===== src/hdl/msed_pkg.sv =====
package msed_pkg;

	localparam int TIME_OUT_BITS = 24;

	typedef enum logic [1:0] {
		PH_STATUS = 2'd0,
		PH_ARG1   = 2'd1,
		PH_ARG2   = 2'd2
	} phase_t;

	typedef enum logic [3:0] {
		EV_NOTE    = 4'd0,
		EV_TIE     = 4'd1,
		EV_REST    = 4'd2,
		EV_PROGRAM = 4'd3,
		EV_VOLUME  = 4'd4,
		EV_PAN     = 4'd5,
		EV_BEND    = 4'd6,
		EV_END     = 4'd7,
		EV_ERROR   = 4'd8
	} kind_t;

	localparam logic [7:0] ST_NOTE_LAST  = 8'h7c;
	localparam logic [7:0] ST_TIE        = 8'h7d;
	localparam logic [7:0] ST_REST_LO    = 8'h7e;
	localparam logic [7:0] ST_REST_HI    = 8'h7f;
	localparam logic [7:0] ST_PROG_LO    = 8'h80;
	localparam logic [7:0] ST_PROG_HI    = 8'hbf;
	localparam logic [7:0] ST_VOLUME     = 8'hc0;
	localparam logic [7:0] ST_PAN        = 8'hc1;
	localparam logic [7:0] ST_BEND_LO    = 8'hd0;
	localparam logic [7:0] ST_BEND_HI    = 8'he0;
	localparam logic [7:0] ST_TBEND_LO   = 8'he1;
	localparam logic [7:0] ST_TBEND_HI   = 8'hf0;
	localparam logic [7:0] ST_END        = 8'hff;
	localparam logic [7:0] PROG_MASK     = 8'h3f;
	localparam logic [8:0] REST_MASK     = 9'h07f;
	localparam logic [8:0] TBEND_MASK    = 9'h0ff;

	typedef struct packed {
		phase_t     phase;
		logic [7:0] status;
		logic [7:0] argument;
		logic       stopped;
	} msed_state_t;

	typedef struct packed {
		kind_t       kind;
		logic [6:0]  key;
		logic [7:0]  velocity;
		logic [8:0]  length;
		logic [7:0]  setting;
		logic [11:0] bend;
	} msed_event_t;

	function automatic logic [11:0] bend_of(input logic [7:0] status, input logic [7:0] arg);
		bend_of = {~status[3], status[2:0], arg};
	endfunction

endpackage


===== src/hdl/music_sequence_event_decoder_unit.sv =====
// channel  | handshake          | payload
// ---------+--------------------+-----------------------------------------------
// input    | in_valid/in_ready  | data_byte
// output   | out_valid/out_ready| event_kind note_key note_velocity length_ticks
//          |                    | setting_value bend_amount event_time
//
// one byte per cycle while the result is not stalled; input register, then result register
// the rate is set by the combinational decode between the input and result registers
// arst_n clears parse state, tick clock, stopped flag and both valid bits
// a stalled result holds the result register; the input register then holds one byte
// after an end or error event every byte is taken and dropped until reset
module music_sequence_event_decoder_unit
	import msed_pkg::*;
#(
	parameter int TIME_BITS = 24
) (
	input  logic        clk,
	input  logic        arst_n,
	input  logic        in_valid,
	output logic        in_ready,
	input  logic [7:0]  data_byte,
	output logic        out_valid,
	input  logic        out_ready,
	output logic [3:0]  event_kind,
	output logic [6:0]  note_key,
	output logic [7:0]  note_velocity,
	output logic [8:0]  length_ticks,
	output logic [7:0]  setting_value,
	output logic [11:0] bend_amount,
	output logic [23:0] event_time
);

	localparam int EXT_BITS = (TIME_BITS > TIME_OUT_BITS) ? TIME_BITS : TIME_OUT_BITS;

	logic                 valid_s1;
	logic [7:0]           byte_s1;
	logic                 valid_s2;
	msed_event_t          evt_s2;
	logic [23:0]          time_s2;
	msed_state_t          state_q;
	logic [TIME_BITS-1:0] tick_q;

	msed_state_t          state_nxt;
	msed_event_t          evt;
	logic                 emit;
	logic                 fire_s1;
	logic                 load_s2;
	logic [EXT_BITS-1:0]  tick_ext;

	msed_decode u_decode (
		.data_byte (byte_s1),
		.cur       (state_q),
		.nxt       (state_nxt),
		.emit      (emit),
		.evt       (evt)
	);

	assign fire_s1  = valid_s1 && (!valid_s2 || out_ready);
	assign in_ready = !valid_s1 || fire_s1;
	assign load_s2  = fire_s1 && emit;
	assign tick_ext = EXT_BITS'(tick_q);

	always_ff @(posedge clk or negedge arst_n) begin
		if (!arst_n) begin
			valid_s1 <= 1'b0;
			valid_s2 <= 1'b0;
			state_q  <= '{phase: PH_STATUS, status: '0, argument: '0, stopped: 1'b0};
			tick_q   <= '0;
		end else begin
			if (in_ready) begin
				valid_s1 <= in_valid;
			end
			if (load_s2) begin
				valid_s2 <= 1'b1;
			end else if (out_ready) begin
				valid_s2 <= 1'b0;
			end
			if (fire_s1) begin
				state_q <= state_nxt;
				tick_q  <= tick_q + TIME_BITS'(evt.length);
			end
		end
	end

	// payload registers
	always_ff @(posedge clk) begin
		if (in_ready && in_valid) begin
			byte_s1 <= data_byte;
		end
		if (load_s2) begin
			evt_s2  <= evt;
			time_s2 <= tick_ext[23:0];
		end
	end

	assign out_valid     = valid_s2;
	assign event_kind    = evt_s2.kind;
	assign note_key      = evt_s2.key;
	assign note_velocity = evt_s2.velocity;
	assign length_ticks  = evt_s2.length;
	assign setting_value = evt_s2.setting;
	assign bend_amount   = evt_s2.bend;
	assign event_time    = time_s2;

	a_stopped_silent: assert property (@(posedge clk) disable iff (!arst_n)
		state_q.stopped |-> !load_s2)
		else $error("result produced while stopped");

	a_end_stops: assert property (@(posedge clk) disable iff (!arst_n)
		load_s2 && (evt.kind == EV_END || evt.kind == EV_ERROR) |=> state_q.stopped)
		else $error("end or error event did not stop the decoder");

	a_tick_holds: assert property (@(posedge clk) disable iff (!arst_n)
		!fire_s1 |=> $stable(tick_q))
		else $error("tick clock moved without a byte");

	a_held_result: assert property (@(posedge clk) disable iff (!arst_n)
		valid_s2 && !out_ready |-> !load_s2)
		else $error("result register overwritten while stalled");

endmodule


===== src/hdl/msed_decode.sv =====
module msed_decode
	import msed_pkg::*;
(
	input  logic [7:0]  data_byte,
	input  msed_state_t cur,
	output msed_state_t nxt,
	output logic        emit,
	output msed_event_t evt
);

	logic [7:0] s;
	logic [8:0] len_full;

	assign s        = cur.status;
	assign len_full = {1'b0, data_byte} + 9'd1;

	always_comb begin
		nxt  = cur;
		emit = 1'b0;
		evt  = '{kind: EV_NOTE, key: '0, velocity: '0, length: '0, setting: '0, bend: '0};
		if (!cur.stopped) begin
			unique case (cur.phase)
				PH_ARG1: begin
					nxt.phase = PH_STATUS;
					if (s <= ST_NOTE_LAST || (s >= ST_TBEND_LO && s <= ST_TBEND_HI)) begin
						nxt.argument = data_byte;
						nxt.phase    = PH_ARG2;
					end else if (s == ST_TIE) begin
						emit       = 1'b1;
						evt.kind   = EV_TIE;
						evt.length = len_full;
					end else if (s == ST_REST_LO || s == ST_REST_HI) begin
						emit       = 1'b1;
						evt.kind   = EV_REST;
						evt.length = len_full & REST_MASK;
					end else if (s == ST_VOLUME) begin
						emit        = 1'b1;
						evt.kind    = EV_VOLUME;
						evt.setting = data_byte;
					end else if (s == ST_PAN) begin
						emit        = 1'b1;
						evt.kind    = EV_PAN;
						evt.setting = data_byte;
					end else begin
						// instant bend
						emit     = 1'b1;
						evt.kind = EV_BEND;
						evt.bend = bend_of(s, data_byte);
					end
				end
				PH_ARG2: begin
					nxt.phase = PH_STATUS;
					emit      = 1'b1;
					if (s <= ST_NOTE_LAST) begin
						evt.kind     = EV_NOTE;
						evt.key      = s[6:0];
						evt.velocity = cur.argument;
						evt.length   = len_full;
					end else begin
						// timed bend
						evt.kind   = EV_BEND;
						evt.length = len_full & TBEND_MASK;
						evt.bend   = bend_of(s, cur.argument);
					end
				end
				default: begin
					nxt.phase  = PH_STATUS;
					nxt.status = data_byte;
					if (data_byte <= ST_REST_HI || data_byte == ST_VOLUME
							|| data_byte == ST_PAN
							|| (data_byte >= ST_BEND_LO && data_byte <= ST_TBEND_HI)) begin
						nxt.phase = PH_ARG1;
					end else if (data_byte >= ST_PROG_LO && data_byte <= ST_PROG_HI) begin
						emit        = 1'b1;
						evt.kind    = EV_PROGRAM;
						evt.setting = data_byte & PROG_MASK;
					end else if (data_byte == ST_END) begin
						emit        = 1'b1;
						evt.kind    = EV_END;
						nxt.stopped = 1'b1;
					end else begin
						emit        = 1'b1;
						evt.kind    = EV_ERROR;
						nxt.stopped = 1'b1;
					end
				end
			endcase
		end
	end

endmodule

===== config.mk =====
export PLATFORM = sky130hd
export DESIGN_NAME = music_sequence_event_decoder_unit
export DESIGN_NICKNAME = d
export VERILOG_FILES = /design/src/hdl/msed_pkg.sv /design/src/hdl/music_sequence_event_decoder_unit.sv /design/src/hdl/msed_decode.sv
export SDC_FILE = /design/constraint.sdc
export NUM_CORES = 1
export LEC_CHECK = 0
export BUFFER_PORTS_ARGS = -buffer_cell sky130_fd_sc_hd__buf_2
export CAP_MARGIN = 40
export CORE_ASPECT_RATIO = 1.25
export CORE_MARGIN = 2
export CORE_UTILIZATION = 36
export CTS_BUF_LIST = sky130_fd_sc_hd__clkbuf_2
export DETAILED_ROUTE_END_ITERATION = 8
export HOLD_SLACK_MARGIN = 0.06
export PLACE_DENSITY = 0.63
export SLEW_MARGIN = 15
export SYNTH_ARGS = -nofsm -noshare
export SYNTH_HDL_FRONTEND = slang
export SYNTH_HIERARCHICAL = 1
export SYNTH_SLANG_ARGS = --single-unit

===== constraint.sdc =====
create_clock -name clk -period 6.9 [get_ports clk]
set_input_delay 0 -clock clk [delete_from_list [all_inputs] [get_ports clk]]
set_output_delay 0 -clock clk [all_outputs]
set_load 0.02 [all_outputs]

---- Word level (Yosys, flattened, before mapping) ----
Cells that the tools add are included.
operators by class
  add/sub/neg operators ................... 2
  magnitude comparators ................... 8
  equality and inequality tests ........... 10
  mux-type cells .......................... 40
  bitwise gates (word level) .............. 5
  reduce and logical (&&, ||, !) cells .... 21
operator list
  operator                                                                count
  29-bit two-way mux                                                      2
  8-bit == test (second input constant)                                   5
  20-bit two-way mux                                                      2
  12-bit two-way mux                                                      3
  24-bit by 9-bit adder with 24-bit output                                1
  8-bit by 7-bit == test with 1-bit output (second input constant)        3
  8-bit >= comparator (second input constant)                             3
  8-bit <= comparator (second input constant)                             3
  4-bit two-way mux                                                       6
  8-bit two-way mux                                                       3
  12-bit one-hot mux with 2 select lines                                  1
  9-bit two-way mux                                                       2
  9-bit one-hot mux with 2 select lines                                   1
  8-bit by 7-bit <= comparator with 1-bit output (second input constant)  2
  8-bit one-hot mux with 2 select lines                                   1
  1-bit two-way mux                                                       10
  8-bit by 1-bit adder with 9-bit output (second input constant)          1
  4-bit one-hot mux with 2 select lines                                   1
  1-bit logical OR                                                        7
  7-bit two-way mux                                                       1
  1-bit logical AND                                                       6
  2-bit two-way mux                                                       3
  6-bit two-way mux                                                       1
  1-bit NOT                                                               5
  other kinds (12)                                                        13
storage, ports and cells
  register bits ........................... 125

---- Depth between registers and ports, before layout ----
Gate-level depths: netlist (run 1).
  depth after elaboration ................. 9
  depth in mapped cells ................... 13

---- By module ----
The synthesis (run 1) kept the hierarchy.
by module, submodules not included
  module                             times used  cells each  area an instance (µm²)  seq. area each (µm²)
  music_sequence_event_decoder_unit  1           313         4628.2                  3528.4
  msed_decode                        1           176         1128.6                  0.0

---- Least setup slack after synthesis (run 1) ----
OpenSTA, ideal clock, no wires.
  path kind ............................... register to register
  from .................................... register byte_s1[0]
  to ...................................... register evt_s2 (netlist bit bend_amount[0]), enable pin
  library setup time ...................... 426 ps
  arrival ................................. 3001 ps
  data required time ...................... 6474 ps
  slack ................................... 3472 ps
  stages on the path, launching flop included .. 8
  cells stage by stage .................... edfxtp_1 -> ha_1 -> a211o_1 -> a221oi_1 -> nand3b_1 -> o311a_1 -> nand2_1 -> inv_1
between the ends
  cells in the longest elaborated chain, start to end .. 8
  elaborated cells on any way between the ends .. 13
  those cells by class .................... order compare: 3; eq/ne: 2; mux: 3; reduce/logical: 5
ends and longest elaborated chain
  what                                                                             RTL line                                 source
  start: declaration                                                               music_sequence_event_decoder_unit.sv:36  logic [7:0] byte_s1;
  start signal: assignment                                                         music_sequence_event_decoder_unit.sv:88  byte_s1 <= data_byte;
  8-bit by 7-bit <= comparator with 1-bit output or 8-bit == test (tied branches)  msed_decode.sv:69                        if (data_byte <= ST_REST_HI || data_byte == ST_VOLUME
  1-bit logical OR                                                                 msed_decode.sv:69
  1-bit logical OR                                                                 msed_decode.sv:70                        || data_byte == ST_PAN
  1-bit logical OR *                                                               msed_decode.sv:71                        || (data_byte >= ST_BEND_LO && data_byte <= ST_TBEND_HI)) begin
  1-bit two-way mux *                                                              msed_decode.sv:69
  1-bit one-hot mux with 2 select lines *                                          msed_decode.sv:22                        unique case (cur.phase)
  1-bit two-way mux *                                                              msed_decode.sv:21                        if (!cur.stopped) begin
  net emit                                                                         music_sequence_event_decoder_unit.sv:45  logic emit;
  1-bit logical AND *                                                              music_sequence_event_decoder_unit.sv:60  assign load_s2 = fire_s1 && emit;
  net load_s2                                                                      music_sequence_event_decoder_unit.sv:47  logic load_s2;
  end signal: assignment                                                           music_sequence_event_decoder_unit.sv:91  evt_s2 <= evt;
  end: declaration                                                                 music_sequence_event_decoder_unit.sv:38  msed_event_t evt_s2;
The timed path passes the listed nets; every way through them passes the cells marked *.
A chain may end at the register's enable or synchronous reset.

==> impl_metrics.csv, run 1 <==
group,metric,value,unit
worst_setup_path,slowest_delay,0.67,ns
layout,final_common_cell,"nand2_1",
grt,grt.overflow.total,0,
sta,rsz0062_at_grt,"no",
floorplanning,die_x,117.1,um
drt,via_per_inst,4.949,
drt,drt_iter0_markers,332,
layout,layout-drive-gt1-share,0.2407,
drt,routed_wl,13620,um
synthesis,yosys_warnings,6,
layout,final_cell_mix,"nand2_1, buf_2, edfxtp_1",
pwr,powerDensity,362.4,nW/um^2
worst_setup_path,crit_chain,"inv_1 -> and4_1 -> and3_1 -> o21ai_1 -> nor2_1 -> ha_1 -> fa_1 -> a21o_1 -> a221oi_2 -> o211a_4 -> nor3_1 -> xor2_1",
synthesis,synth_edf_count,80,
grt,grtUsageTotal,0.1663,
place,dp_cells,773,
floorplanning,core_area,15630,um^2
synthesis,synth-seq-cells,125,
pwr,power_leakage,2.971,nW
synthesis,synth_ff_type,"edfxtp_1",
sta,fmax,0.2597,GHz
clock_network,tritoncts,"built",
worst_setup_path,endpoint_kind,"flip-flop",
floorplanning,die_area,17020,um^2
worst_hold_path,hold_end,"out_valid",
grt,grt_pass1_wl,21620,um
sta,slew_viol_final,0,
worst_setup_path,rr_endpoint,"tick_ext[12]",
drt,vias,4098,
floorplanning,initial_utilization,0.3682,
worst_setup_path,crit_arrival,4.40,ns
place,globalplace.congestion,0.9094,
clock_network,cts_buffers,17,
worst_setup_path,crit_slowest_cell,"dfrtp_1",
synthesis,syn_nets,516,
synthesis,synth_cell_type_count,59,
worst_hold_path,min_from,"out_ready",
worst_hold_path,whs_path_depth,4,
floorplanning,ios,86,
synthesis,syn_avg_cell_area,11.77,um^2
sta,slew_headroom,0.5166,
drt,wl_per_cell,16.45,um
layout,area_growth,18.74,%
sta,finalSetupTns,0,ns
sta,finalCriticalPeriod,3.851,ns
worst_setup_path,regToRegSetupSlack,3.05,ns
sta,finalClockSkew,0.03467,ns
synthesis,synthArstFlopShare,0.3600,
worst_setup_path,reg2regPathDepth,12,
worst_setup_path,crit_start,"state_q[16]",
grt,grt_pass1_vias,4141,
clock_network,htreeDepth,4,
synthesis,yosysSeqAreaShare,0.6129,
drt,ant_nets,0,
grt,antenna_found_initial,0,
clock_network,cts_resized,0,
place,hpwl,9607,um
floorplanning,die_height,145.4,um
sta,finalSetupViolations,0,
run_status,status,"finished, final reports clean",
clock_network,clock_sinks,125,
clock_network,postCtsSetupBuffers,0,
clock_network,cts_root_buffer,"clkbuf_2",
layout,finalNetCount,629,
clock_network,path_clk_slew,0.19,ns
drt,firstDrtPassIters,4,
worst_setup_path,cp_max_fo,15,
pwr,ir_worst_vdd,0.1404,mV
flow_run,cap_violations,0,
synthesis,syn_area,5757,um^2
floorplanning,placement_rows,51,
sta,fin_crit_sh,0.5581,
clock_network,cts_buffer_depth,2,
sta,worst_slew_pin_slew,0.7069,ns
worst_setup_path,path_class,"flip-flop to flip-flop",
worst_setup_path,worst_setup_path_start_kind,"flip-flop",
synthesis,synthCells,489,
clock_network,clkLatencyLatePin,0.65,ns
sta,hold_violations,0,
worst_hold_path,min_path_type,"input port to flip-flop",
layout,fillers,1472,
worst_setup_path,required,7.45,ns
worst_setup_path,rr_startpoint,"state_q[16]",
place,io_buffers,85,
grt,grt_max_degree,46,
layout,final_cells,828,
drt,drcViolationCount,0,
[power breakdown]
| part | switching (mW) | total [mW] | internal (mW) | leakage (nW) |
|---|---|---|---|---|
| clock | 0.269 | 0.429 | 0.160 | 0.132 |
| combinational | 0.571 | 0.855 | 0.284 | 1.49 |
| sequential | 0.149 | 1.19 | 1.04 | 1.34 |
| total | 0.989 | 2.48 | 1.49 | 2.97 |
[stage by stage]
| step | utilization | power, mW | cell area (um^2) | hold slack [ns] | worst slack, ns |
|---|---|---|---|---|---|
| 2_1_floorplan | - | 1.794 | 5757 | -0.2956 | 3.472 |
| 3_3_place_gp | 0.4090 | 2.041 | 6395 | 0.1397 | 3.110 |
| 3_5_place_dp | 0.4090 | 2.058 | 6395 | 0.1518 | 3.061 |
| 4_1_cts | 0.4371 | 2.498 | 6833 | 0.1566 | 3.028 |
| 5_1_grt | 0.4371 | 2.636 | 6833 | 0.1767 | 2.804 |
| 6_report | 0.4372 | 2.477 | 6835 | 0.2289 | 3.049 |
[synth_stat cells, types with 2 or more instances]
master,number,area (um^2)
o211ai_1,2,15.01
xor2_1,19,166.4
and3_1,4,25.02
ha_1,14,175.2
dfrtp_1,45,1126
edfxtp_1,80,2402
inv_1,15,56.30
and2_1,18,112.6
nand4_1,4,25.02
a21boi_0,2,15.01
and3_2,2,15.01
nor2b_1,6,37.54
a21oi_1,15,75.07
and4_1,2,17.52
a21o_1,2,15.01
nor2_2,2,12.51
o21ai_0,18,90.09
clkbuf_1,12,45.04
xnor2_1,8,70.07
nand2b_1,7,43.79
nor4_1,2,12.51
buf_2,3,15.01
nand2_1,101,379.1
a221oi_1,2,17.52
a22o_1,8,70.07
nor2_1,28,105.1
a31oi_1,2,12.51
nand3b_1,2,15.01
mux2_2,12,135.1
buf_6,2,22.52
nand3_1,14,70.07
nor3_1,9,45.04
[worst max-delay path: cells and delay by family, from the launching register on]
family / cells / cell delay (ns)
AOI/OAI and AO/OA: 4 / 1.39
and+or+nand+nor: 4 / 0.71
adders and majority gates: 2 / 0.69
DFF: 1 / 0.67
xor gates and xnor gates: 1 / 0.15
buffers and inverters: 1 / 0.12
[sequential cells by signal (all words and copies together) (netlist names), 4 cells and up]
register       cells
length_ticks       9
note_velocity      8
event_kind         4
bend_amount       12
setting_value      8
event_time        24
tick_ext          24
byte_s1            8
note_key           7
state_q           19
[routing by layer]
layer  routed length, um  GRT usage
met2                7180     0.2876
met4                 349    0.07176
met1                5478     0.1943
met3                 616    0.03873
met5                   0          0
[cells by family (layout without fill, tap and decap cells)]
kind of cell | Yosys count | after routing | synth area share
AO/OA/AOI/OAI | 67 | 67 | 0.08324
buffers and inverters | 33 | 159 | 0.02543
AND/OR/NAND/NOR | 210 | 210 | 0.1800
flip-flops | 125 | 125 | 0.6129
XOR/XNOR | 27 | 27 | 0.04108
adder cells (fa/ha/maj) | 15 | 15 | 0.03391
other | 0 | 1 | 0
multiplexers | 12 | 12 | 0.02347
[area by class of cell]
| type | instances | area [um^2] | share of cell area |
|---|---|---|---|
| tap | 212 | 265.3 | 0.03881 |
| antenna | 1 | 2.502 | 0.0003661 |
| sequential | 125 | 3528 | 0.5162 |
| inverter | 15 | 56.30 | 0.008237 |
| clock buffer | 18 | 90.09 | 0.01318 |
| multi-input combinational | 331 | 2082 | 0.3046 |
| timing repair buffer | 112 | 683.2 | 0.09994 |
| clock inverter | 14 | 127.6 | 0.01867 |
[worst max path at each step]
| stage | to | slack [ns] |
|---|---|---|
| after detailed placement | tick_ext[12] | 3.06 |
| after floorplan | bend_amount[0] | 3.47 |
| final | tick_ext[12] | 3.05 |
| after global placement | tick_ext[12] | 3.11 |
| after CTS | tick_ext[12] | 3.03 |
| after global routing | tick_ext[12] | 2.80 |
[repair_timing]
item	in CTS	in global routing
setup endpoints to repair	0	0
hold buffers	22	0
hold endpoints to repair	67	0
No activity file was read; power rests on OpenSTA's default activity.
==> inputs of run 2 (changes only) <==
- ABC_AREA: unset -> 1
- PLACE_DENSITY: 0.63 -> 0.62
- clock period: 6.9 -> 3.9 ns (I/O delays scaled with it)
==> impl_metrics.csv, run 2 <==
group,metric,value,unit
run_status,status,"finished, final reports clean",
drt,drt_iter0_markers,400,
drt,firstDrtPassIters,5,
worst_setup_path,crit_slowest_cell,"ha_1",
worst_setup_path,crit_path_frequent_cell,"a21oi_1",
clock_network,clock_sinks,125,
worst_setup_path,crit_arrival,3.89,ns
synthesis,syn_area,6399,um^2
worst_setup_path,endpoint_kind,"flip-flop",
place,hpwl,10960,um
worst_setup_path,path_class,"flip-flop to flip-flop",
floorplanning,ios,86,
worst_hold_path,whs_path_depth,5,
worst_setup_path,required,4.53,ns
layout,final_cell_mix,"nand2_1, buf_2, inv_1, edfxtp_1, nor2_1",
drt,wl_per_cell,14.52,um
sta,fin_crit_sh,0.8353,
worst_setup_path,cp_max_fo,12,
worst_hold_path,min_path_type,"input port to flip-flop",
drt,ant_nets,0,
floorplanning,placement_rows,54,
worst_setup_path,worst_setup_path_start_kind,"flip-flop",
pwr,p_switching,2.172,mW
clock_network,tritoncts,"built",
sta,finalCriticalPeriod,3.258,ns
synthesis,synth_area_leader_cell,"edfxtp_1",
pwr,ir_worst_vdd,0.1958,mV
synthesis,syn_nets,756,
synthesis,synth_ff_type,"edfxtp_1",
floorplanning,core_area,17430,um^2
synthesis,synth_top_area_frac,0.3754,
layout,layout-drive-gt1-share,0.1986,
sta,hold_violations,0,
floorplanning,initial_utilization,0.3671,
worst_setup_path,crit_chain,"inv_1 -> ha_1 -> nor2_2 -> inv_1 -> a21oi_1 -> o21ai_0 -> a21oi_1 -> ha_1 -> a21oi_1 -> nor2_1 -> o21bai_1 -> nand2_2 -> nand3b_1 -> nand2_1",
sta,hold-worst-slack,0.1477,ns
clock_network,postCtsHoldBufs,23,
clock_network,postCtsSetupBuffers,0,
synthesis,synth-seq-cells,125,
sta,worst_slew_pin_slew,0.6147,ns
sta,slew_headroom,0.5902,
synthesis,synth_top_cells_by_area,"edfxtp_1, dfrtp_1, nand2_1",
worst_setup_path,slowest_delay,0.44,ns
synthesis,yosysSeqAreaShare,0.5514,
synthesis,yosys_warnings,6,
synthesis,syn_avg_cell_area,8.777,um^2
synthesis,synth_edf_count,80,
pwr,clkPwrFrac,0.170,
grt,grt_pass1_wl,24930,um
synthesis,synth.most_common_cell,"nand2_1",
drt,drcViolationCount,0,
pwr,netSwitchingFraction,0.4406,
sta,finalClockSkew,0.04656,ns
floorplanning,die_height,153.1,um
layout,area_growth,17.83,%
pwr,powerDensity,653.8,nW/um^2
sta,rsz0062_at_grt,"no",
clock_network,cts_buffer_depth,2,
clock_network,clkLatencyLatePin,0.73,ns
drt,routed_wl,15700,um
worst_setup_path,rr_endpoint,"tick_ext[14]",
grt,grt.overflow.total,0,
drt,vias,5163,
synthesis,synthCells,729,
clock_network,htreeDepth,4,
worst_hold_path,min_from,"out_ready",
layout,final_common_cell,"nand2_1",
clock_network,cts_resized,0,
floorplanning,die_x,123.2,um
place,globalplace.congestion,0.9320,
layout,finalNetCount,870,
layout,final_area,7540,um^2
drt,via_per_inst,4.776,
synthesis,synthArstFlopShare,0.3600,
worst_setup_path,reg2regPathDepth,14,
floorplanning,die_area,18860,um^2
worst_setup_path,regToRegSetupSlack,0.64,ns
clock_network,path_clk_slew,0.19,ns
clock_network,cts_root_buffer,"clkbuf_2",
pwr,seqPwrFrac,0.428,
clock_network,cts_buffers,17,
grt,grtUsageTotal,0.1723,
worst_setup_path,rr_startpoint,"state_q[17]",
sta,slew_viol_final,0,
place,dpl_cell_area,7062,um^2
pwr,combPwrFrac,0.402,
worst_hold_path,hold_end,"out_valid",
sta,finalSetupTns,0,ns
grt,antenna_found_initial,1,
synthesis,synth_cell_type_count,40,
place,io_buffers,85,
pwr,power_leakage,3.503,nW
grt,grt_max_degree,46,
synthesis,synthTopCellsByCount,"nand2_1, edfxtp_1, inv_1",
sta,finalSetupViolations,0,
grt,grt_pass1_vias,4869,
flow_run,cap_violations,0,
sta,fmax,0.3070,GHz
pwr,intPower,2.758,mW
==> run 2: cell types whose count changed after synthesis, moves of 10 or more <==
cell     delta
nand2_1   +132
nand2_2    +16
xor2_1     -18
inv_1      +65
mux2_2     -12
nand3_1    +18
nor2_1     +49
nor3_1     +10
and2_1     -18
==> run 2: power by group through the flow <==
stage	logic, mW	registers [mW]	clock network, mW
6_report	1.98	2.11	0.839
5_1_grt	2.21	2.15	0.921
4_1_cts	1.98	2.11	0.872
3_5_place_dp	1.96	2.14	0
3_3_place_gp	1.94	2.14	0
2_1_floorplan	1.16	2.38	0
==> run 2: how the worst max path moves through the flow <==
stage / startpoint / end / slack (ns)
global placement: state_q[17] / tick_ext[14] / 0.79
CTS: state_q[17] / tick_ext[14] / 0.67
global route: state_q[17] / tick_ext[14] / 0.27
floorplan: state_q[17] / bend_amount[0] / 0.14
finish: state_q[17] / tick_ext[14] / 0.64
detailed placement: state_q[17] / tick_ext[18] / 0.69
==> run 2: area by class of cell <==
class | instances | area (um^2)
clock buffer | 17 | 85.08
fill | 1774 | 9892
antenna | 1 | 2.502
tap | 224 | 280.3
inverter | 84 | 315.3
sequential | 125 | 3528
multi-input combinational | 501 | 2467
clock inverter | 15 | 160.2
timing repair buffer | 114 | 700.7
==> run 2: cell families after synthesis <==
logic type,after synthesis,synth area share
simple gates,412,0.2831
flops,125,0.5514
buf+inv,103,0.06414
compound gates,68,0.06258
fa+ha+maj,15,0.03050
xor+xnor,6,0.008213
==> run 2: layer usage <==
layer  wire (um)  vias up  global-route usage
met5           0        -                   0
met4         323        0             0.06656
met3         750       25             0.03918
met2        8177      147              0.2993
met1        6446     2390              0.2037
li1            -     2601                   -
==> run 2: through the flow <==
step	power (mW)	util	worst slack [ns]	instances
finish	4.930	0.4325	0.6424	1081
CTS	4.966	0.4324	0.6690	1080
global placement	4.078	0.4051	0.7862	1025
floorplan	3.540	-	0.1437	729
detailed placement	4.100	0.4051	0.6853	1025
global route	5.277	0.4325	0.2744	1081
==> run 2: critical path: cells and delay by family, from the launching register on <==
| family | cells | cell delay, ns |
|---|---|---|
| AOI/OAI and AO/OA | 5 | 0.88 |
| adders and majority gates | 2 | 0.76 |
| buffers and inverters | 2 | 0.38 |
| DFF | 1 | 0.41 |
| and+or+nand+nor | 5 | 0.75 |
